===== src/sv/att_pkg.sv =====
// Shared constants and the arctangent table for the accelerometer tilt pipeline.
// No dependencies; accel_tilt_angles and the rotator files refer to it by scoped names.
package att_pkg;

  // square-root steps for the horizontal magnitude (radicand is always 62 bits)
  localparam int HRW    = 62;
  localparam int HSTEPS = HRW / 2;

  // vectoring rotator
  localparam int CSTEPS   = 25;
  localparam int ACC_FRAC = 24;
  localparam int CW       = 35;
  localparam int AW       = 36;

  localparam logic signed [AW-1:0] ACC_180 = 36'sd3019898880;

  // atan(2^-i) in units of 2^-24 degree
  function automatic logic signed [AW-1:0] atan_tab(input logic [4:0] idx);
    logic signed [AW-1:0] v;
    case (idx)
      5'd0:  v = 36'sd754974720;
      5'd1:  v = 36'sd445687602;
      5'd2:  v = 36'sd235489089;
      5'd3:  v = 36'sd119537938;
      5'd4:  v = 36'sd60000934;
      5'd5:  v = 36'sd30029717;
      5'd6:  v = 36'sd15018523;
      5'd7:  v = 36'sd7509720;
      5'd8:  v = 36'sd3754917;
      5'd9:  v = 36'sd1877466;
      5'd10: v = 36'sd938734;
      5'd11: v = 36'sd469367;
      5'd12: v = 36'sd234684;
      5'd13: v = 36'sd117342;
      5'd14: v = 36'sd58671;
      5'd15: v = 36'sd29335;
      5'd16: v = 36'sd14668;
      5'd17: v = 36'sd7334;
      5'd18: v = 36'sd3667;
      5'd19: v = 36'sd1833;
      5'd20: v = 36'sd917;
      5'd21: v = 36'sd458;
      5'd22: v = 36'sd229;
      5'd23: v = 36'sd115;
      5'd24: v = 36'sd57;
      default: v = '0;
    endcase
    return v;
  endfunction

endpackage


===== src/sv/att_cordic_step.sv =====
// One vectoring rotation: drive y toward zero and accumulate the angle.
// Uses att_pkg for widths and the arctangent table.
module att_cordic_step #(
  parameter int STEP = 0
) (
  input  logic signed [att_pkg::CW-1:0] x_i,
  input  logic signed [att_pkg::CW-1:0] y_i,
  input  logic signed [att_pkg::AW-1:0] acc_i,
  output logic signed [att_pkg::CW-1:0] x_o,
  output logic signed [att_pkg::CW-1:0] y_o,
  output logic signed [att_pkg::AW-1:0] acc_o
);
  logic signed [att_pkg::CW-1:0] dx;
  logic signed [att_pkg::CW-1:0] dy;
  logic signed [att_pkg::AW-1:0] ang;

  always_comb begin
    dx  = y_i >>> STEP;
    dy  = x_i >>> STEP;
    ang = att_pkg::atan_tab(5'(STEP));
    if (y_i > 0) begin
      x_o   = x_i + dx;
      y_o   = y_i - dy;
      acc_o = acc_i + ang;
    end else begin
      x_o   = x_i - dx;
      y_o   = y_i + dy;
      acc_o = acc_i - ang;
    end
  end
endmodule


===== config.mk =====
export PLATFORM = sky130hd
export DESIGN_NAME = att_cordic_step
export DESIGN_NICKNAME = d
export VERILOG_FILES = /design/src/sv/att_pkg.sv /design/src/sv/att_cordic_step.sv
export SDC_FILE = /design/constraint.sdc
export NUM_CORES = 1
export LEC_CHECK = 0
export BUFFER_PORTS_ARGS = -buffer_cell sky130_fd_sc_hd__buf_2
export CORE_MARGIN = 5
export CORE_UTILIZATION = 30
export DETAILED_ROUTE_END_ITERATION = 10
export REMOVE_ABC_BUFFERS = 1
export SLEW_MARGIN = 20
export SYNTH_ARGS = -nofsm -noshare
export SYNTH_HDL_FRONTEND = slang
export SYNTH_SLANG_ARGS = --single-unit

===== constraint.sdc =====
create_clock -name vclk -period 5.15
set_input_delay 0.2575 -clock vclk [all_inputs]
set_output_delay 0.2575 -clock vclk [all_outputs]
set_load 0.01 [all_outputs]

Word-level counts from Yosys, hierarchy flattened. Index checks and enable logic that the tools add are counted.

Register bits: 0. Latch bits: 0. Bits in writable memories: 0. Memory bits (read-only): 0. Bits of input ports: 106. Output and inout port bits: 106. Logic and storage cells: 9. Memories: 0.

Add/subtract/negate cells: 5. $mul: 0. Divide/modulo/power cells: 0. Magnitude comparators: 1. Eq/ne operators: 0. Shift-type cells: 0. Muxes and demuxes: 3. Bitwise logic cells: 0. Reductions and logical operators: 0.

Operators by type and width (count): $mux 35 (2); $sub 35x35->35 (2); $add 36x31->36 const B (1); $mux 36 (1); $sub 36x31->36 const B (1); $add 35x35->35 (1); $gt 35x1->1 const B (1).

Depth between registers and ports, before layout.
Depth in word-level cells: 2. Depth in mapped cells: 17. Depth with buffers taken out: 15.

Worst setup path after synthesis. No wires, ideal clock.

Path kind: input port to output port. Start point: in y_i[9] (netlist bit). End point: out acc_o[35] (netlist bit). Arrival time: 3509 ps. Required time: 4893 ps. Path slack: 1384 ps. Stages on the path: 16. Path buffers: 2. Cells stage by stage: nor4_1 nand3_1 nor3_1 or2_2 clkbuf_1 buf_1 ha_1 a21o_1 a21oi_1 nor2b_1 o21a_1 o311a_1 o21a_1 o21ai_0 a21oi_1 xnor2_1.

Longest elaborated chain between the ends: 2.

RTL lines: from (decl) (line att_cordic_step.sv:7) `input logic signed [att_pkg::CW-1:0] y_i,`; $gt 35x1->1 (line att_cordic_step.sv:21) `if (y_i > 0) begin`; $mux 36 (line att_cordic_step.sv:21); to (decl) (line att_cordic_step.sv:11) `output logic signed [att_pkg::AW-1:0] acc_o`.

No other way between the ends.

Worst setup path in the final report.
Start point: in y_i[23] (netlist bit). End point: out acc_o[33] (netlist bit).

Same word-level chain as after synthesis.

==> results.yml <==
floorplan:
  die_x_um: 161
  io-pin-count: 212
  die_area_mm2: 0.0258
  fp.dieH_um: 161
  start_util: 0.303
  core_mm2: 0.0225
  row_count: 55
place:
  dpl_cell_area_mm2: 0.00753
  dpl.cell_count: 1401
  portBuffers: 164
  place_hpwl_um: 22400
  gp_congestion: 0.946
  pre_cts_slack_ps: 460
finish:
  drive_gt1_frac: 0.177
  final_core_util: 0.335
  design.seq.count: 0
  regArea_um2: 0
  num-nets-final: 1340
  clkbuf_count: 0
  stdcell_count: 1401
  final_area_mm2: 0.00753
  insertedDiodeCount: 0
  areaGrowthSynthToFinish_pct: 10.6
detailed_routing:
  post_drt_wl_per_cell_um: 19.1
  drtIter0Drc: 739
  ant_nets: 0
  avgViaCountPerCell: 5.48
  drtPass1Iterations: 5
  finalWirelength_um: 26700
  vias: 7682
  drc: 0
yosys:
  synth.top_cell.area_share: 0.206
  syn_area_per_cell_um2: 6.67
  syn_area_mm2: 0.00681
  ys_types: 77
  ys_seq_area_frac: 0
  synthCells: 1021
  synth.largest_area_cell: "ha_1"
  synth_warnings: 0
  ys_top_cells_by_area: "ha_1 (21%), a21oi_1 (10%), xnor2_1 (9.0%), inv_1 (5.9%), nor2_1 (4.8%)"
power_and_ir_drop:
  peakVddDrop_mv: 0.0739
  power_leakage_nw: 3.62
  cellPowerDensity_mw_per_mm2: 153
sta:
  setup_tns_ps: 0
  slew_viol_final: 0
  final.period_utilization: 0.930
  tightest_slew_ps: 986
  slew_headroom: 0.337
  setup_slack_ps: 362
  finalSetupViolations: 0
  rsz0062_at_grt: "no"
  hold_viol: 0
  max_freq_ghz: 0.209
  fin_crit_ps: 4790
worst_setup_path:
  crit_path_top_delay_cell: "nor4_1"
  cp-end-kind: "primary output"
  cpLargestDelayFamily: "simple AND/OR/NAND/NOR gates"
  slowest_delay_ps: 850
  crit_type: "input port to primary output"
  startpoint_type: "input port"
  required_ps: 4890
  worstPathMaxFanout: 26
  crit_arrival_ps: 4530
  crit_chain: "buf_2 > nor4_1 > nand3_1 > nor3_1 > or2_2 > inv_2 > ha_1 > a21oi_1 > nor2b_1 > o21a_1 > o311a_1 > o21a_1 > o21ai_0 > nor2b_1 > xnor2_1 > buf_2"
  crit_buf_inv: 3
grt:
  grt_pass1_wl_um: 40700
  grt_max_degree: 63
  overflow: 0
  antenna_found_initial: 0
  grt_usage: 0.192
  grt_pass1_vias: 7399
cts:
  cts_resized: 0
  post_cts_buffers: 0
  ctsHoldBuffers: 0
status:
  outcome: "finished, final reports clean"
worst_hold_path:
  hp-start: "acc_i[0]"
  hold_class: "input port to primary output"
  min_path_cells: 0
  holdPathEnd: "acc_o[0]"
job:
  cap_violations: 0
## per-layer routing
layer  global-route usage  vias up  part of all wire
met1                0.258     3573              0.44
met5                    0        -                 0
met4               0.0278        0             0.016
li1                     -     3759                 -
met2                0.328      326              0.46
met3               0.0352       24             0.076
## layout by cell type, fill, tap and decap left out, types with 3 or more instances in the layout
master,count
nor3_1,26
fa_1,4
nor2_1,87
o21ai_0,62
a21o_1,14
nor4_1,11
o21ai_1,4
a41oi_1,3
a21boi_0,3
xnor2_1,70
inv_1,107
or3_1,6
or2_2,6
and2_1,4
buf_2,164
nand4_1,10
a31o_2,4
a22oi_1,3
and3_1,10
o221ai_1,8
and4_1,3
a211oi_1,11
a21oi_1,142
o21a_1,8
ha_1,112
a211o_1,3
a311o_1,3
a31oi_1,13
nand3_1,18
o22ai_1,4
mux2i_1,14
xor2_1,8
nand2b_1,14
nor2b_1,8
o31ai_1,10
nand2_1,67
a21oi_2,3
o21bai_1,28
## cells in the mapped netlist (all sizes together) (3+ instances only)
master	count
a21o	15
nand2	68
nand3	18
xor2	8
nand4	10
a31o	4
o31ai	10
and2	5
and3	11
mux2i	14
nor3	26
or2	6
or3	6
clkbuf	18
o21bai	28
o21ai	66
a31oi	14
o22ai	4
a211oi	12
a211o	3
nor4	11
a311o	3
a22oi	3
a21oi	146
inv	109
buf	53
nor2b	8
a21boi	3
and4	3
xnor2	70
a41oi	3
fa	4
ha	112
o221ai	8
o21a	8
nor2	87
nand2b	14
## final cells by class
cell class / instances / area [µm²]
fill: 2521 / 15000
multi-input combinational: 840 / 5930
timing repair buffer: 166 / 836
inverter: 110 / 413
tap: 285 / 357
## where the power goes
part / switching (mW) / leakage (nW) / internal [mW]
Combinational: 0.715 / 3.62 / 0.438
Sequential: 0 / 0 / 0
Clock: 0 / 0 / 0
Total: 0.715 / 3.62 / 0.438
## metrics by stage
stage | total power [mW] | hold WS (ps)
2_1_floorplan | 0.728 | 515
3_5_place_dp | 1.14 | 515
5_1_grt | 1.26 | 515
4_1_cts | 1.15 | 515
3_3_place_gp | 1.14 | 515
6_report | 1.15 | 515
## worst max-delay path by stage
stage / from / endpoint / slack (ps) / cells after the start
floorplan: y_i[9] / acc_o[35] / 830 / 14
global placement: y_i[23] / acc_o[33] / 500 / 16
detailed placement: y_i[23] / acc_o[33] / 460 / 16
CTS: y_i[23] / acc_o[33] / 440 / 16
global route: y_i[23] / acc_o[33] / 180 / 16
finish: y_i[23] / acc_o[33] / 360 / 16
## logic make-up after synthesis
logic type	count (synthesis)	synth area share
compound gates	350	0.332
xor+xnor	78	0.100
fa+ha+maj	116	0.218
buf+inv	181	0.130
mux	14	0.0206
simple gates	282	0.200
No activity file was read; power rests on OpenSTA's default activity.
