File: src/sv/att_pkg.sv
// Shared constants and the arctangent table for the accelerometer tilt pipeline.
// No dependencies; accel_tilt_angles and the rotator files refer to it by scoped names.
package att_pkg;

  // square-root steps for the horizontal magnitude (radicand is always 62 bits)
  localparam int HRW    = 62;
  localparam int HSTEPS = HRW / 2;

  // vectoring rotator
  localparam int CSTEPS   = 25;
  localparam int ACC_FRAC = 24;
  localparam int CW       = 35;
  localparam int AW       = 36;

  localparam logic signed [AW-1:0] ACC_180 = 36'sd3019898880;

  // atan(2^-i) in units of 2^-24 degree
  function automatic logic signed [AW-1:0] atan_tab(input logic [4:0] idx);
    logic signed [AW-1:0] v;
    case (idx)
      5'd0:  v = 36'sd754974720;
      5'd1:  v = 36'sd445687602;
      5'd2:  v = 36'sd235489089;
      5'd3:  v = 36'sd119537938;
      5'd4:  v = 36'sd60000934;
      5'd5:  v = 36'sd30029717;
      5'd6:  v = 36'sd15018523;
      5'd7:  v = 36'sd7509720;
      5'd8:  v = 36'sd3754917;
      5'd9:  v = 36'sd1877466;
      5'd10: v = 36'sd938734;
      5'd11: v = 36'sd469367;
      5'd12: v = 36'sd234684;
      5'd13: v = 36'sd117342;
      5'd14: v = 36'sd58671;
      5'd15: v = 36'sd29335;
      5'd16: v = 36'sd14668;
      5'd17: v = 36'sd7334;
      5'd18: v = 36'sd3667;
      5'd19: v = 36'sd1833;
      5'd20: v = 36'sd917;
      5'd21: v = 36'sd458;
      5'd22: v = 36'sd229;
      5'd23: v = 36'sd115;
      5'd24: v = 36'sd57;
      default: v = '0;
    endcase
    return v;
  endfunction

endpackage

File: src/sv/att_cordic_init.sv
// Rotator set-up: fold the left half-plane onto the right and flag a zero vector.
// Uses att_pkg for widths and the half-turn constant.
module att_cordic_init (
  input  logic signed [att_pkg::CW-1:0] x_i,
  input  logic signed [att_pkg::CW-1:0] y_i,
  output logic signed [att_pkg::CW-1:0] x_o,
  output logic signed [att_pkg::CW-1:0] y_o,
  output logic signed [att_pkg::AW-1:0] acc_o,
  output logic                          zero_o
);
  always_comb begin
    zero_o = (x_i == '0) && (y_i == '0);
    if (x_i < 0) begin
      x_o   = -x_i;
      y_o   = -y_i;
      acc_o = (y_i >= 0) ? att_pkg::ACC_180 : -att_pkg::ACC_180;
    end else begin
      x_o   = x_i;
      y_o   = y_i;
      acc_o = '0;
    end
  end
endmodule

File: config.mk
export PLATFORM = sky130hd
export DESIGN_NAME = att_cordic_init
export DESIGN_NICKNAME = d
export VERILOG_FILES = /design/src/sv/att_pkg.sv /design/src/sv/att_cordic_init.sv
export SDC_FILE = /design/constraint.sdc
export NUM_CORES = 1
export LEC_CHECK = 0
export BUFFER_PORTS_ARGS = -buffer_cell sky130_fd_sc_hd__buf_2
export CAP_MARGIN = 20
export CORE_AREA = 2 2 81 83
export DETAILED_ROUTE_END_ITERATION = 8
export DIE_AREA = 0 0 83 85
export PLACE_DENSITY = 0.68
export SYNTH_ARGS = -nofsm -noshare
export SYNTH_HDL_FRONTEND = slang
export SYNTH_SLANG_ARGS = --single-unit
File: constraint.sdc
create_clock -name vclk -period 3.7
set_input_delay 0.185 -clock vclk [all_inputs]
set_output_delay 0.185 -clock vclk [all_outputs]
set_load 0.02 [all_outputs]
## Word level (Yosys, flattened, before mapping)

Cells that the tools add are included.

| word-level totals | value |
|---|---|
| bits in registers | 0 |
| input port bits | 70 |
| logic and storage cells | 11 |

| operators by class | value |
|---|---|
| $add $sub $neg | 2 |
| magnitude comparators | 2 |
| mux-type cells | 4 |
| reductions and logical operators | 3 |

Operators by type and width:

| kind | number |
|---|---|
| two-way mux 36 bit | 2 |
| logical NOT 35 bit | 2 |
| two-way mux 35 bit | 2 |
| negation 35 bit | 2 |
| >= comparator 35 x 1 -> 1 bit, second input constant | 1 |
| less-than comparator 35 x 1 -> 1 bit, second input constant | 1 |
| logical AND 1 bit | 1 |

## Logic depth before layout (Yosys ltp)

Gate-level depths: netlist of the first run.

| logic depth | value |
|---|---|
| depth after elaboration | 3 |
| gate-level depth with buffers | 7 |
| depth with buffers taken out | 7 |

## Worst setup path after synthesis of the first run

OpenSTA, ideal clock, no wires.

| path | value |
|---|---|
| kind | input-to-output |
| start point | in x_i[5] (netlist bit) |
| end point | out zero_o |
| arrival | 1.974 ns |
| setup slack | 1.541 ns |
| cell stages on the path | 5 |
| cell sequence | or4_4 nor4_4 nand4_2 or3_4 nor4_4 |

| between the ends | value |
|---|---|
| word-level cells in the longest chain between the ends | 2 |

Ends and longest elaborated chain:

| what | RTL line | source |
|---|---|---|
| start, declared | att_cordic_init.sv:4 | `input logic signed [att_pkg::CW-1:0] x_i,` |
| logical NOT 35 bit | att_cordic_init.sv:12 | `zero_o = (x_i == '0) && (y_i == '0);` |
| logical AND 1 bit | att_cordic_init.sv:12 |  |
| end, declared | att_cordic_init.sv:9 | `output logic zero_o` |

Every way passes these cells.

## Final worst setup path of the first run

| path | value |
|---|---|
| start point | in x_i[5] (netlist bit) |
| end point | out x_o[29] (netlist bit) |

| between the ends | value |
|---|---|
| word-level cells in the longest chain between the ends | 2 |

Ends and longest elaborated chain:

| what | RTL line | source |
|---|---|---|
| negation 35 bit / less-than comparator 35 x 1 -> 1 bit (equally long branches) | att_cordic_init.sv:14, att_cordic_init.sv:13 |  |
| two-way mux 35 bit * | att_cordic_init.sv:13 | `if (x_i < 0) begin` |
| end, declared | att_cordic_init.sv:6 | `output logic signed [att_pkg::CW-1:0] x_o,` |

Mark *: on every way between the ends. The rest lies on a longest branch, timed or not.

==> metrics.txt, run 1 <==
area grow syn2layout 36.0%; Tmin final 2.46 ns; Post-CTS Setup Repair Bufs 0; register area share after synthesis 0%; post-cts resize count 0; status completed; TNS Setup 0 ns; starting density of the core 29.2%; commonest non-fill, non-tap cell in the layout buf_2; Slew headroom 58.5%; FF/Latch Area 0 sq um; Syn. warnings 0; Sw Ratio 63.7%; Max Cap Viol 0; Core Box Area 6200 sq um; RD Place Congestion 0.820; syn_area_per_cell 7.06 sq um; WHS Endpoint x_o[0]; Power Total 408 uW; PortBufs 151; Initial DRC Count 30; leading cell types in the layout, fill and taps excluded buf_2 (151), xnor2_1 (64), nand2_1 (29); Die Y 85 microns; share of layout cells above drive strength 1 42.6%; Synth cell types 34; Power Density 165 nW/um^2; Final WS setup 1.24 ns; WL final 5.34 mm; Sequential Power Share 0%; Clk pwr share 0%; Leakage Power 1.11 nW; internal power 148 uW; Crit path max-delay family simple AND/OR/NAND/NOR gates; critical path's slowest cell or4_4; worst hold stages 2; post-place setup slack 1.20 ns; CTS Hold Bufs 0; CP required 3.51 ns; Remaining Overflow, GRT 0; DRC 0; Via density 4.77; actual transition at the worst max-transition pin 0.616 ns; Worst Path Class, Setup input pin to primary output; # setup viols final 0; power share of the combinational group 100.0%; Core Util, Final 39.8%; Setup crit start kind input pin; CP Max Fanout 6; largest net degree at the start of global routing 38; crit-path cells buf_2, or4_4, nor4b_4, nand4_1, o31ai_1, xnor2_1, buf_2; Initial DRT Pass Iterations 4; Post-Syn Instances 257; final slew viol count 0; Worst Hold Class input pin to primary output; diode count 0; first-pass GRT wire length 8.47 mm; final hold vios 0; Worst setup EP type primary output; crit path DAT 2.27 ns; die width 83 microns; CP max stage delay 0.59 ns; initial antenna violation count 0; final net count 464; RSZ-0062 raised after global routing false; All-Layer GR Usage 13.4%; crit share post-route 66.4%; worst path bufs/invs 2; FF+latch count 0; sw power 260 uW; via count 2,227; Clock buffer cells 0; full die area 7060 sq um; Max VDD drop 0.0666 mV; HPWL after DPL 4.69 mm; mapped cell area 1810 sq um; Fill cells 660; row cnt 29; Worst Min Path Start x_i[0]; num ports 177; Most common cell on crit path buf_2; WL per Instance 11.4 microns; vias in the first global route 1,858; Post-DRT Antenna Nets 0; fmax 407 MHz
-- metrics by stage --
stage / hold WS (ns) / cell area (sq um) / std cells
2_1_floorplan: 0.410 / 1910 / 282
3_3_place_gp: 0.614 / 2470 / 467
3_5_place_dp: 0.616 / 2470 / 467
4_1_cts: 0.618 / 2470 / 467
5_1_grt: 0.631 / 2470 / 467
6_report: 0.615 / 2470 / 467
-- power by group through the flow --
stage	logic [mW]	registers, mW	clock network [mW]
6_report	0.408	0	0
2_1_floorplan	0.280	0	0
3_3_place_gp	0.407	0	0
3_5_place_dp	0.410	0	0
4_1_cts	0.412	0	0
5_1_grt	0.437	0	0
-- metal layers --
layer	vias up	track usage, %	wire length [microns]
met5	-	0	0
met4	0	0.447	15
met3	2	0.681	354
met2	100	26.5	2790
met1	1004	16.7	2180
li1	1121	-	-
-- synthesized netlist by cell type, types with 3 or more instances --
library cell / count / share of area [%]
inv_1: 7 / 1.4
nand2b_1: 5 / 1.7
nand3_1: 4 / 1.1
or2_2: 3 / 1.0
nor3_1: 7 / 1.9
nand2_1: 29 / 6.0
buf_4: 36 / 15
xnor2_1: 64 / 31
or3_1: 3 / 1.0
o21ai_0: 20 / 5.5
clkbuf_1: 8 / 1.7
o41ai_1: 6 / 2.9
nor2_1: 9 / 1.9
o31ai_1: 20 / 8.3
or4_1: 8 / 3.3
nor4_1: 5 / 1.7
-- cell families (layout without fill, tap and decap cells) --
family | after synthesis | count (layout) | share of synthesized area [%]
other cells | 1 | 26 | 0.207
xor+xnor | 65 | 65 | 31.4
simple gates | 89 | 89 | 29.9
compound gates | 49 | 49 | 19.2
fa+ha+maj | 2 | 2 | 1.38
buf+inv | 51 | 159 | 18.0
-- cell type report --
cell class | count | area (sq um) | share of cell area, %
timing repair buffer | 152 | 763 | 30.9
multi-input combinational | 231 | 1580 | 64.1
tap | 77 | 96.3 | 3.90
inverter | 7 | 26.3 | 1.06
-- worst max path at each step --
stage                      start      end  cells after the start
after floorplan           x_i[5]   zero_o                      5
after global placement    y_i[3]  y_o[31]                      7
after detailed placement  y_i[3]  y_o[31]                      7
after CTS                 y_i[3]  y_o[31]                      7
after global routing      y_i[3]  y_o[31]                      7
final                     x_i[5]  x_o[29]                      7
Note: power is estimated with default switching activity, not from simulation.
==> inputs of run 2 (changes only) <==
- clock period: 3.7 -> 2.3 ns (I/O delays scaled with it)
==> run 2 against run 1 <==
- sequential share of layout area did not move
- via count rose by 1.6%
- combinational power rose by 63%
- non-clock buffer count rose by 7
- wire length rose by 3.5%
- final cell count rose by 1.5%
- hold slack got worse by 0.13 ns
- cell area rose by 3.8%
- critical path type unchanged
- largest cell class unchanged
- largest power group unchanged
- highest routed layer unchanged
==> metrics.txt, run 2 (synthesis results as in run 1) <==
# setup viols final 0 (unchanged); final net count 471 (+1.5%); RSZ-0062 raised after global routing false; Die Y 85 microns (unchanged); WL per Instance 11.7 microns (+2.0%); TNS Setup 0 ns (unchanged); commonest non-fill, non-tap cell in the layout buf_2; Remaining Overflow, GRT 0 (unchanged); initial antenna violation count 0 (unchanged); vias in the first global route 1,988 (+7.0%); crit share post-route 95.7%; final slew viol count 0 (unchanged); DP Area 2520 sq um (+2.3%); Max Cap Viol 0 (unchanged); actual transition at the worst max-transition pin 0.656 ns (+0.0394 ns); via count 2,262 (+1.6%); leading cell types in the layout, fill and taps excluded buf_2 (149), xnor2_1 (64), nand2_1 (29); dpl cells 473 (+1.3%); Power Total 665 uW (+63%); HPWL after DPL 4.71 mm (+0.42%); Slew headroom 56.3% (-2.2 points); full die area 7060 sq um (unchanged); share of layout cells above drive strength 1 44.6% (+2.0 points); final instance area 2560 sq um (+3.8%); Tmin final 2.20 ns; Worst setup EP type primary output; Leakage Power 1.16 nW (+4.0%); DRC 0 (unchanged); num ports 177 (unchanged); Initial DRC Count 53 (+77%); status completed; PortBufs 151 (unchanged); Power Density 260 nW/um^2 (+57%); diode count 0 (unchanged); largest net degree at the start of global routing 38 (unchanged); Setup crit start kind input pin; Clock buffer cells 0 (unchanged); fmax 454 MHz; area grow syn2layout 41.1%; CP required 2.18 ns (-1.33 ns); Post-Layout Cell Count 474 (+1.5%); first-pass GRT wire length 8.80 mm (+3.9%); Worst Path Class, Setup input pin to primary output; FF+latch count 0 (unchanged); FF/Latch Area 0 sq um (unchanged); Core Box Area 6200 sq um (unchanged); All-Layer GR Usage 13.9% (+0.51 points); die width 83 microns (unchanged); crit path DAT 2.09 ns (-0.18 ns); starting density of the core 29.2% (unchanged); Via density 4.77 (about the same); row cnt 29 (unchanged); final hold vios 0 (unchanged); Initial DRT Pass Iterations 4 (unchanged); CP Max Fanout 4 (-2); RD Place Congestion 0.797 (-2.8%); WL final 5.53 mm (+3.5%); Max VDD drop 0.114 mV (+71%); Fill cells 645 (-2.3%); Worst Hold Class input pin to primary output; Post-DRT Antenna Nets 0 (unchanged)
-- run 2: report_power, final --
part | internal, mW | switching [mW]
Sequential | 0 | 0
Clock | 0 | 0
Combinational | 0.243 | 0.421
Total | 0.243 | 0.421
-- run 2: area by class of cell --
| type | count | area (sq um) | share of cell area, % |
|---|---|---|---|
| inverter | 7 | 26.3 | 1.03 |
| multi-input combinational | 231 | 1600 | 62.7 |
| tap | 77 | 96.3 | 3.76 |
| timing repair buffer | 159 | 833 | 32.6 |
-- run 2: repair_timing --
item                       CTS  global route
resized for setup            0             6
buffers inserted             0             1
setup endpoints to repair    0            13
hold buffers                 0             0
-- run 2: routing by layer --
metal	share of wire, %	global-route usage (%)	vias up
li1	-	-	1131
met1	41	17.2	1030
met2	52	27.6	99
met3	6.2	0.875	2
met4	0.27	0.447	0
met5	0	0	-
-- run 2: path summary, 6_finish.rpt --
path              startpoint  endpoint  slack (ns)  depth (start not counted)
hold / removal        x_i[0]    x_o[0]        0.48                          2
setup / recovery      y_i[3]   y_o[20]         0.1                          7
-- run 2: worst max-delay path, stage by stage --
cell	delay, ns
buf_2	0.12
or3_4	0.39
or3b_1	0.42
or4_1	0.45
o41ai_2	0.25
xnor2_1	0.17
buf_4	0.17
-- run 2: stage by stage --
stage / setup slack [ns] / hold WS [ns] / utilization (%)
3_3_place_gp: 0.0400 / 0.474 / 40.7
5_1_grt: 0.00527 / 0.501 / 41.3
4_1_cts: 0.00119 / 0.482 / 40.7
2_1_floorplan: 0.281 / 0.270 / -
6_report: 0.0995 / 0.484 / 41.3
3_5_place_dp: 0.000750 / 0.480 / 40.7
