==> src/sv/att_sqrt_step.sv <==
// One digit-by-digit square-root step: pulls two radicand bits, yields one root bit.
// No package dependencies.
module att_sqrt_step #(
  parameter int RW = 62
) (
  input  logic [RW-1:0]   rad_i,
  input  logic [RW/2+1:0] rem_i,
  input  logic [RW/2-1:0] root_i,
  output logic [RW-1:0]   rad_o,
  output logic [RW/2+1:0] rem_o,
  output logic [RW/2-1:0] root_o
);
  localparam int N = RW / 2;

  logic [N+3:0] r2;
  logic [N+3:0] trial;

  // try root*4+1 against the shifted remainder
  always_comb begin
    r2    = {rem_i, rad_i[RW-1 -: 2]};
    trial = (N+4)'({root_i, 2'b01});
    rad_o = rad_i << 2;
    if (r2 >= trial) begin
      rem_o  = (N+2)'(r2 - trial);
      root_o = {root_i[N-2:0], 1'b1};
    end else begin
      rem_o  = (N+2)'(r2);
      root_o = {root_i[N-2:0], 1'b0};
    end
  end
endmodule

==> config.mk <==
export PLATFORM = sky130hd
export DESIGN_NAME = att_sqrt_step
export DESIGN_NICKNAME = d
export VERILOG_FILES = /design/src/sv/att_sqrt_step.sv
export SDC_FILE = /design/constraint.sdc
export NUM_CORES = 1
export LEC_CHECK = 0
export BUFFER_PORTS_ARGS = -buffer_cell sky130_fd_sc_hd__buf_4
export CAP_MARGIN = 5
export CORE_AREA = 2 2 98 100
export DETAILED_ROUTE_END_ITERATION = 16
export DIE_AREA = 0 0 100 102
export PLACE_DENSITY = 0.77
export SYNTH_ARGS = -nofsm -noshare
export SYNTH_HDL_FRONTEND = slang
export SYNTH_SLANG_ARGS = --single-unit
export TNS_END_PERCENT = 20
==> constraint.sdc <==
create_clock -name vclk -period 7.9
set_clock_uncertainty 0.1 [all_clocks]
set_input_delay 0.395 -clock vclk [all_inputs]
set_output_delay 0.395 -clock vclk [all_outputs]
set_load 0.02 [all_outputs]
# Word level (Yosys, flattened, before mapping)
# Index checks and enable logic that the tools add are counted.
[classes] add_sub_neg=1 n_mux=2 magnitude_cmp=1
[op_table] cell="35-bit by 33-bit greater-or-equal comparator with 1-bit output" count=1
[op_table] cell="33-bit 2-to-1 mux" count=1
[op_table] cell="33-bit subtractor" count=1
[op_table] cell="1-bit 2-to-1 mux" count=1
[word_totals] word_cells=4 reg_bits=0 inputBits=126

# Logic depth before layout (Yosys ltp)
# Gate-level depths: netlist of the first run.
[depth] word_depth=2 mapped_depth=13 depth_no_buf=10

# Worst setup path before layout of the first run
# OpenSTA, ideal clock, no wires.
[synth_timing] kind="input -> output" startpoint="input port root_i[6]" endpoint="output port rem_o[28]" cell_stages=10 t_required_ns=7.405 arrival_time_ns=2.682 n_path_buf=0 path_slack_ns=4.723 path_cell_list="inv_1 > ha_1 > a21oi_1 > a21oi_1 > or4_1 > a31oi_2 > o21ai_2 > a2111oi_2 > nor3_1 > mux2_2"
[synth_via] elab_chain_cells=2
[synth_lines] item="from (decl)" line="8" rtl="input logic [RW/2-1:0] root_i,"
[synth_lines] item="33-bit subtractor / 35-bit by 33-bit greater-or-equal comparator with 1-bit output (equally long branches)" line="24, 23"
[synth_lines] item="33-bit 2-to-1 mux (*)" line="23" rtl="if (r2 >= trial) begin"
[synth_lines] item="to (decl)" line="10" rtl="output logic [RW/2+1:0] rem_o,"
# Every way passes the cells marked *; elsewhere a longest branch is shown, timed or not.

# Final worst setup path of the first run
[layout_timing] startpoint="input port rem_i[1]" endpoint="output port rem_o[29]"
[layout_via] elab_chain_cells=2
[layout_lines] item="from (decl)" line="7" rtl="input logic [RW/2+1:0] rem_i,"
[layout_lines] item="33-bit subtractor / 35-bit by 33-bit greater-or-equal comparator with 1-bit output (equally long branches)" line="24, 23"
[layout_lines] item="33-bit 2-to-1 mux (*)" line="23"
# Marks and branches as above.

==> flow_summary.json, run 1 <==
{
  "setup_viol_count_final": 0,
  "grt_ovf": 0,
  "cts.repair_timing.setup_buffer_count": 0,
  "design.core.area_mm2": 0.00911,
  "dp_worst_setup_slack_ns": 3.67,
  "cp_common_cell": "sky130_fd_sc_hd__buf_4",
  "detail_route.wirelength_um": 8500,
  "ys.warnings.count": 0,
  "relSlewSlack_pct": 58.3,
  "cts_resized": 0,
  "drtIter0Drc": 115,
  "drt-wirelength-per-cell_um": 13.8,
  "path_cells": "buf_4 -> ha_1 -> o211ai_1 -> a21oi_1 -> o21ai_0 -> o2111a_1 -> o311a_1 -> o21ai_4 -> buf_4 -> mux2_2 -> buf_4",
  "drive_gt1_share_pct": 31.9,
  "timing.final.ws_setup_ns": 3.67,
  "finalCriticalPeriod_ns": 4.23,
  "crit_arrival_ns": 3.73,
  "clock_buffer_count": 0,
  "post_layout_utilization_of_the_core_pct": 38.7,
  "min_from": "rad_i[31]",
  "slowest_delay_ns": 0.54,
  "number_of_flip_flops_and_latches": 0,
  "ff_latch_area_um2": 0,
  "yosysTopAreaCellShare_pct": 22.8,
  "globalRouteTotalUtil_pct": 15.3,
  "timing.final.hold_violations": 0,
  "nNetsFinal": 665,
  "powerDensity_mw_per_mm2": 106,
  "die_h_um": 102,
  "largest_net_degree_at_the_start_of_global_routing": 46,
  "setup-tns-final_ns": 0,
  "place.gp.congestion": 0.887,
  "global_route_wire_length_before_repair_um": 13500,
  "p_total_mw": 0.373,
  "worst-endpoint-required_ns": 7.40,
  "chipWidth_um": 100,
  "static-leakage-power_nw": 1.74,
  "max_freq_mhz": 237,
  "final_period_utilization_pct": 53.5,
  "areaGrowthSynthToFinish_pct": 11.4,
  "drt_pre_antenna_iters": 4,
  "timing.critical_path.buf_inv": 3,
  "detailroute.via_count": 3243,
  "path_max_fanout": 45,
  "ys_types": 59,
  "worst_min_path_class": "in2out",
  "post_synthesis_instance_total": 477,
  "drt-vias-per-instance": 5.27,
  "drt.antenna.violating_nets": 0,
  "placement_rows": 35,
  "synth_top_cell_by_area": "sky130_fd_sc_hd__buf_4",
  "place.port_buffers": 130,
  "area_of_the_die_mm2": 0.0102,
  "unrepaired_setup_endpoints_after_global_routing": "no",
  "finalHoldWorstSlack_ns": 0.690,
  "crit_family": "compound AO/OA/AOI/OAI gates",
  "min_path_cells": 0,
  "slew_viol_final": 0,
  "ys_top_cells_by_area": "sky130_fd_sc_hd__buf_4, sky130_fd_sc_hd__ha_1, sky130_fd_sc_hd__a21oi_1",
  "route.detailed.drc": 0,
  "boundaryPins": 252,
  "antenna_cells": 0,
  "start_util_pct": 34.7,
  "critical-path-slowest-cell": "sky130_fd_sc_hd__buf_4",
  "syn-mean-instance-area_um2": 6.63,
  "worstHoldEndpoint": "rad_o[33]",
  "grt_pass1_vias": 3070,
  "max_cap_viol_count": 0,
  "status": "finished clean",
  "syn_area_mm2": 0.00316,
  "place.detailed.hpwl_um": 7280,
  "vdd_drop_max_mv": 0.0443,
  "initial_antenna_violation_count": 0,
  "critical_path_class": "in2out",
  "ctsHoldBuffers": 0,
  "critPathCaptureType": "output pin",
  "worst_slew_pin_slew_ns": 0.619,
  "timing.critical_path.from_type": "primary input",
  "ys_seq_area_share_pct": 0
}
==> cells in the mapped netlist, types with 3 or more instances <==
cell type,n
sky130_fd_sc_hd__mux2_2,7
sky130_fd_sc_hd__a21oi_1,45
sky130_fd_sc_hd__clkbuf_1,4
sky130_fd_sc_hd__a21o_1,3
sky130_fd_sc_hd__buf_2,3
sky130_fd_sc_hd__nor4_1,3
sky130_fd_sc_hd__xor2_1,13
sky130_fd_sc_hd__a221oi_1,3
sky130_fd_sc_hd__nand4_1,6
sky130_fd_sc_hd__and3_1,5
sky130_fd_sc_hd__o21bai_1,5
sky130_fd_sc_hd__nor2_1,49
sky130_fd_sc_hd__ha_1,33
sky130_fd_sc_hd__a21oi_2,14
sky130_fd_sc_hd__nand2b_1,6
sky130_fd_sc_hd__a211oi_1,7
sky130_fd_sc_hd__nor3_1,7
sky130_fd_sc_hd__o21ai_0,20
sky130_fd_sc_hd__a31oi_1,4
sky130_fd_sc_hd__xnor2_1,15
sky130_fd_sc_hd__nand2_1,26
sky130_fd_sc_hd__nand3_1,12
sky130_fd_sc_hd__inv_1,47
sky130_fd_sc_hd__buf_4,96
==> stage by stage <==
stage / instance area [um^2] / std cells
after floorplan: 3170 / 478
after global placement: 3520 / 615
after detailed placement: 3520 / 615
after CTS: 3520 / 615
after global routing: 3520 / 615
final: 3520 / 615
==> layout by cell type, fill, tap and decap left out, drive strengths merged, types with 8 or more instances in the layout <==
cell,Yosys,final
a21oi,59,59
xor2,13,13
inv,47,47
nor2,49,49
ha,33,33
o21ai,23,23
nor3,8,8
nand3,12,12
buf,101,131
nand2,26,26
xnor2,15,15
==> routing by layer <==
layer  share of wire [%]  routed length (um)  track usage [%]  up-vias
met5                   0                   0                0        -
met4                 2.2                 189             3.27        0
met3                 8.7                 736             2.60       22
met2                  49                4180             27.7      136
met1                  40                3400             19.1     1468
li1                    -                   -                -     1617
==> report_power, final <==
group          switching, mW  leakage, nW  internal, mW
registers                  0            0             0
logic                  0.210         1.74         0.163
clock network              0            0             0
total                  0.210         1.74         0.163
==> cell type report <==
cell class         instances  area (um^2)
well taps                111          139
inverters                 47          176
repair buffers           131          983
multi-input cells        326         2230
fillers                  977         5580
==> worst max-delay path by stage <==
stage / start / to / depth (start not counted)
floorplan: root_i[6] / rem_o[28] / 10
global placement: rem_i[12] / rem_o[25] / 11
detailed placement: rem_i[12] / rem_o[29] / 11
CTS: rem_i[12] / rem_o[29] / 11
global route: root_i[1] / rem_o[25] / 12
finish: rem_i[1] / rem_o[29] / 11
==> cell families after synthesis <==
group | Yosys count | synth area share (%)
buffers and inverters | 152 | 30.0
AOI/OAI and AO/OA | 128 | 27.0
and+or+nand+nor | 127 | 19.3
adders and majority gates | 33 | 13.0
xor gates and xnor gates | 28 | 7.75
muxes | 8 | 2.81
other | 1 | 0.119
No activity file was read; power rests on OpenSTA's default activity.
==> inputs of run 2 (changes only) <==
Clock period 7.9 ns to 4.4 ns, I/O delays scaled along.
==> flow_summary.json, run 2 (synthesis results as in run 1) <==
{
  "status": "finished clean",
  "drt-vias-per-instance": 5.28,
  "placement_rows": 35,
  "final_period_utilization_pct": 82.3,
  "timing.critical_path.from_type": "primary input",
  "multiInputGateArea_mm2": 0.00223,
  "drt_pre_antenna_iters": 5,
  "finalNonFillerCells": 618,
  "startpoint": "rem_i[12]",
  "most-common-layout-cells": "sky130_fd_sc_hd__buf_4, sky130_fd_sc_hd__nor2_1, sky130_fd_sc_hd__inv_1",
  "boundaryPins": 252,
  "unrepaired_setup_endpoints_after_global_routing": "no",
  "cts_resized": 0,
  "place.port_buffers": 130,
  "globalRouteTotalUtil_pct": 15.0,
  "powerDensity_mw_per_mm2": 189,
  "worst_min_path_class": "in2out",
  "area_of_the_die_mm2": 0.0102,
  "drt-wirelength-per-cell_um": 13.6,
  "areaGrowthSynthToFinish_pct": 12.5,
  "worst-path-stages": 11,
  "crit_family": "compound AO/OA/AOI/OAI gates",
  "power.internal_mw": 0.296,
  "setup-tns-final_ns": 0,
  "place.gp.congestion": 0.868,
  "netSwitchingFraction_pct": 55.9,
  "crit_arrival_ns": 3.30,
  "timing.final.hold_violations": 0,
  "critPathCapture": "rem_o[28]",
  "global_route_wire_length_before_repair_um": 13300,
  "grt_ovf": 0,
  "clockPowerShare_pct": 0,
  "p_total_mw": 0.671,
  "critical_path_class": "in2out",
  "layout.cells.most_common": "sky130_fd_sc_hd__buf_4",
  "worst_slew_pin_slew_ns": 0.567,
  "relSlewSlack_pct": 61.9,
  "timing.critical_path.buf_inv": 3,
  "design.core.area_mm2": 0.00911,
  "finalCriticalPeriod_ns": 3.62,
  "number_of_flip_flops_and_latches": 0,
  "chipWidth_um": 100,
  "ff_latch_area_um2": 0,
  "min_from": "rad_i[47]",
  "die_h_um": 102,
  "detail_route.wirelength_um": 8410,
  "nNetsFinal": 668,
  "start_util_pct": 34.7,
  "clock_buffer_count": 0,
  "power.combinational.fraction_pct": 100.0,
  "worst-endpoint-required_ns": 4.08,
  "vdd_drop_max_mv": 0.0882,
  "sequentialPowerShare_pct": 0,
  "route.detailed.drc": 0,
  "drt.antenna.violating_nets": 0,
  "critPathCaptureType": "output pin",
  "drtIter0Drc": 115,
  "static-leakage-power_nw": 1.76,
  "critical-path-slowest-cell": "sky130_fd_sc_hd__o21ai_4",
  "antenna_cells": 0,
  "cp_common_cell": "sky130_fd_sc_hd__buf_4",
  "finalHoldWorstSlack_ns": 0.340,
  "max_freq_mhz": 276,
  "switching_power_mw": 0.375,
  "drive_gt1_share_pct": 32.3,
  "path_max_fanout": 35,
  "setup_viol_count_final": 0,
  "initial_antenna_violation_count": 0,
  "nFillCells": 957,
  "path_cells": "buf_4 -> ha_1 -> nand4_2 -> nor3_2 -> nand3_1 -> o2111a_1 -> o311a_1 -> o21ai_4 -> buf_12 -> mux2_2 -> buf_4",
  "detailroute.via_count": 3263,
  "cts.repair_timing.setup_buffer_count": 0,
  "largest_net_degree_at_the_start_of_global_routing": 36,
  "slowest_delay_ns": 0.44,
  "place.detailed.hpwl_um": 7270,
  "ctsHoldBuffers": 0,
  "slew_viol_final": 0,
  "grt_pass1_vias": 3035,
  "place.detailed.instances": 618,
  "max_cap_viol_count": 0
}
run 2: cell count changes in the layout (fill, tap and decap cells not counted):
| cell | delta |
|---|---|
| sky130_fd_sc_hd__buf_12 | +1 |
| sky130_fd_sc_hd__buf_4 | +2 |
run 2: per-stage QoR:
| stage | setup slack (ns) | util [%] | instance area (um^2) |
|---|---|---|---|
| 4_1_cts | 0.786 | 39.1 | 3560 |
| 5_1_grt | 0.552 | 39.1 | 3560 |
| 3_5_place_dp | 0.788 | 39.1 | 3560 |
| 2_1_floorplan | 1.57 | - | 3170 |
| 6_report | 0.777 | 39.1 | 3560 |
| 3_3_place_gp | 0.910 | 39.1 | 3560 |
run 2: area by class of cell:
cell class	instances	area share, %
inverters	47	4.96
multi-input cells	326	62.5
well taps	111	3.90
repair buffers	134	28.6
run 2: worst min path at each step:
stage	endpoint	slack [ns]	cells after the start
2_1_floorplan	rad_o[10]	0.45	1
3_3_place_gp	rad_o[20]	0.34	0
3_5_place_dp	rad_o[20]	0.34	0
4_1_cts	rad_o[20]	0.34	0
5_1_grt	rad_o[33]	0.34	0
6_report	rad_o[49]	0.34	0
run 2: power groups by stage:
stage | sequential [mW] | clock [mW] | combinational (mW)
2_1_floorplan | 0 | 0 | 0.530
3_3_place_gp | 0 | 0 | 0.662
3_5_place_dp | 0 | 0 | 0.671
4_1_cts | 0 | 0 | 0.673
5_1_grt | 0 | 0 | 0.731
6_report | 0 | 0 | 0.671
run 2: layer usage:
layer | GRT usage, % | vias to the layer above | wire length [um]
met2 | 27.8 | 134 | 4120
met5 | 0 | - | 0
met3 | 2.12 | 16 | 660
li1 | - | 1626 | -
met4 | 3.27 | 0 | 165
met1 | 18.5 | 1487 | 3470
==> inputs of run 3 (changes only) <==
Clock period 4.4 ns to 3.5 ns, I/O delays scaled along.
==> flow_summary.json, run 3 (synthesis results as in run 1) <==
{
  "static-leakage-power_nw": 1.76,
  "route.detailed.drc": 0,
  "globalRouteTotalUtil_pct": 15.4,
  "place.port_buffers": 130,
  "critical_path_class": "in2out",
  "cts_resized": 0,
  "setup-tns-final_ns": 0,
  "nNetsFinal": 667,
  "die_h_um": 102,
  "areaGrowthSynthToFinish_pct": 12.7,
  "drt-vias-per-instance": 5.22,
  "worst_slew_pin_slew_ns": 0.571,
  "detailroute.via_count": 3223,
  "path_max_fanout": 33,
  "initial_antenna_violation_count": 0,
  "boundaryPins": 252,
  "final_period_utilization_pct": 93.1,
  "largest_net_degree_at_the_start_of_global_routing": 34,
  "clock_buffer_count": 0,
  "relSlewSlack_pct": 61.5,
  "grt_ovf": 0,
  "finalCriticalPeriod_ns": 3.26,
  "crit_arrival_ns": 2.98,
  "cts.repair_timing.setup_buffer_count": 0,
  "antenna_cells": 0,
  "drtIter0Drc": 184,
  "vdd_drop_max_mv": 0.114,
  "chipWidth_um": 100,
  "detail_route.wirelength_um": 8420,
  "ff_latch_area_um2": 0,
  "status": "finished clean",
  "max_cap_viol_count": 0,
  "timing.final.hold_violations": 0,
  "drt_pre_antenna_iters": 4,
  "most-common-layout-cells": "sky130_fd_sc_hd__buf_4, sky130_fd_sc_hd__nor2_1, sky130_fd_sc_hd__inv_1",
  "slew_viol_final": 0,
  "global_route_wire_length_before_repair_um": 13600,
  "number_of_flip_flops_and_latches": 0,
  "placement_rows": 35,
  "design.core.area_mm2": 0.00911,
  "powerDensity_mw_per_mm2": 238,
  "place.gp.congestion": 0.860,
  "drive_gt1_share_pct": 32.2,
  "unrepaired_setup_endpoints_after_global_routing": "no",
  "layout.cell_area.non_filler_mm2": 0.00356,
  "drt.antenna.violating_nets": 0,
  "dpl_cell_area_mm2": 0.00356,
  "p_total_mw": 0.848,
  "setup_viol_count_final": 0,
  "layout.cells.most_common": "sky130_fd_sc_hd__buf_4",
  "drt-wirelength-per-cell_um": 13.6,
  "grt_pass1_vias": 3145,
  "place.detailed.hpwl_um": 7340,
  "worst_min_path_class": "in2out",
  "timing.critical_path.from_type": "primary input",
  "worst-endpoint-required_ns": 3.22,
  "start_util_pct": 34.7,
  "ctsHoldBuffers": 0,
  "critPathCaptureType": "output pin",
  "post_layout_utilization_of_the_core_pct": 39.1,
  "area_of_the_die_mm2": 0.0102,
  "max_freq_mhz": 307
}
## run 3: changes by cell type in the layout (fill, tap and decap cells not counted)
| cell | delta |
|---|---|
| sky130_fd_sc_hd__buf_12 | +1 |
| sky130_fd_sc_hd__buf_4 | -2 |
## run 3: metrics by stage
stage | hold slack, ns | cells | setup slack [ns]
4_1_cts | 0.250 | 617 | 0.232
3_3_place_gp | 0.250 | 617 | 0.319
2_1_floorplan | 0.363 | 478 | 0.763
5_1_grt | 0.250 | 617 | 0.0640
6_report | 0.250 | 617 | 0.243
3_5_place_dp | 0.250 | 617 | 0.233
## run 3: layer usage
layer	GRT usage (%)	wire length, um	vias to the layer above
met5	0	0	-
met4	4.11	225	0
met3	2.60	665	26
met2	28.2	4070	137
met1	18.6	3460	1441
li1	-	-	1619
## run 3: power breakdown
group,switching (mW),internal [mW]
Sequential,0,0
Clock,0,0
Combinational,0.474,0.374
Total,0.474,0.374
## run 3: final timing paths
path | from | to | slack [ns] | cells after the start
max | root_i[12] | rem_o[8] | 0.24 | 12
min | rad_i[9] | rad_o[11] | 0.25 | 0
## run 3: cell type report
cell class	instances	area, um^2
fill	957	5540
inverter	47	176
tap	111	139
timing repair buffer	133	1020
multi-input combinational	326	2230
## run 3: worst max-delay path: stages
cell,delay [ns]
sky130_fd_sc_hd__buf_4,0.08
sky130_fd_sc_hd__inv_1,0.04
sky130_fd_sc_hd__ha_1,0.43
sky130_fd_sc_hd__nand4_2,0.21
sky130_fd_sc_hd__nor3_2,0.23
sky130_fd_sc_hd__nand3_1,0.11
sky130_fd_sc_hd__o2111a_1,0.32
sky130_fd_sc_hd__o311a_1,0.40
sky130_fd_sc_hd__o21ai_4,0.23
sky130_fd_sc_hd__buf_12,0.22
sky130_fd_sc_hd__mux2_2,0.36
sky130_fd_sc_hd__buf_4,0.16
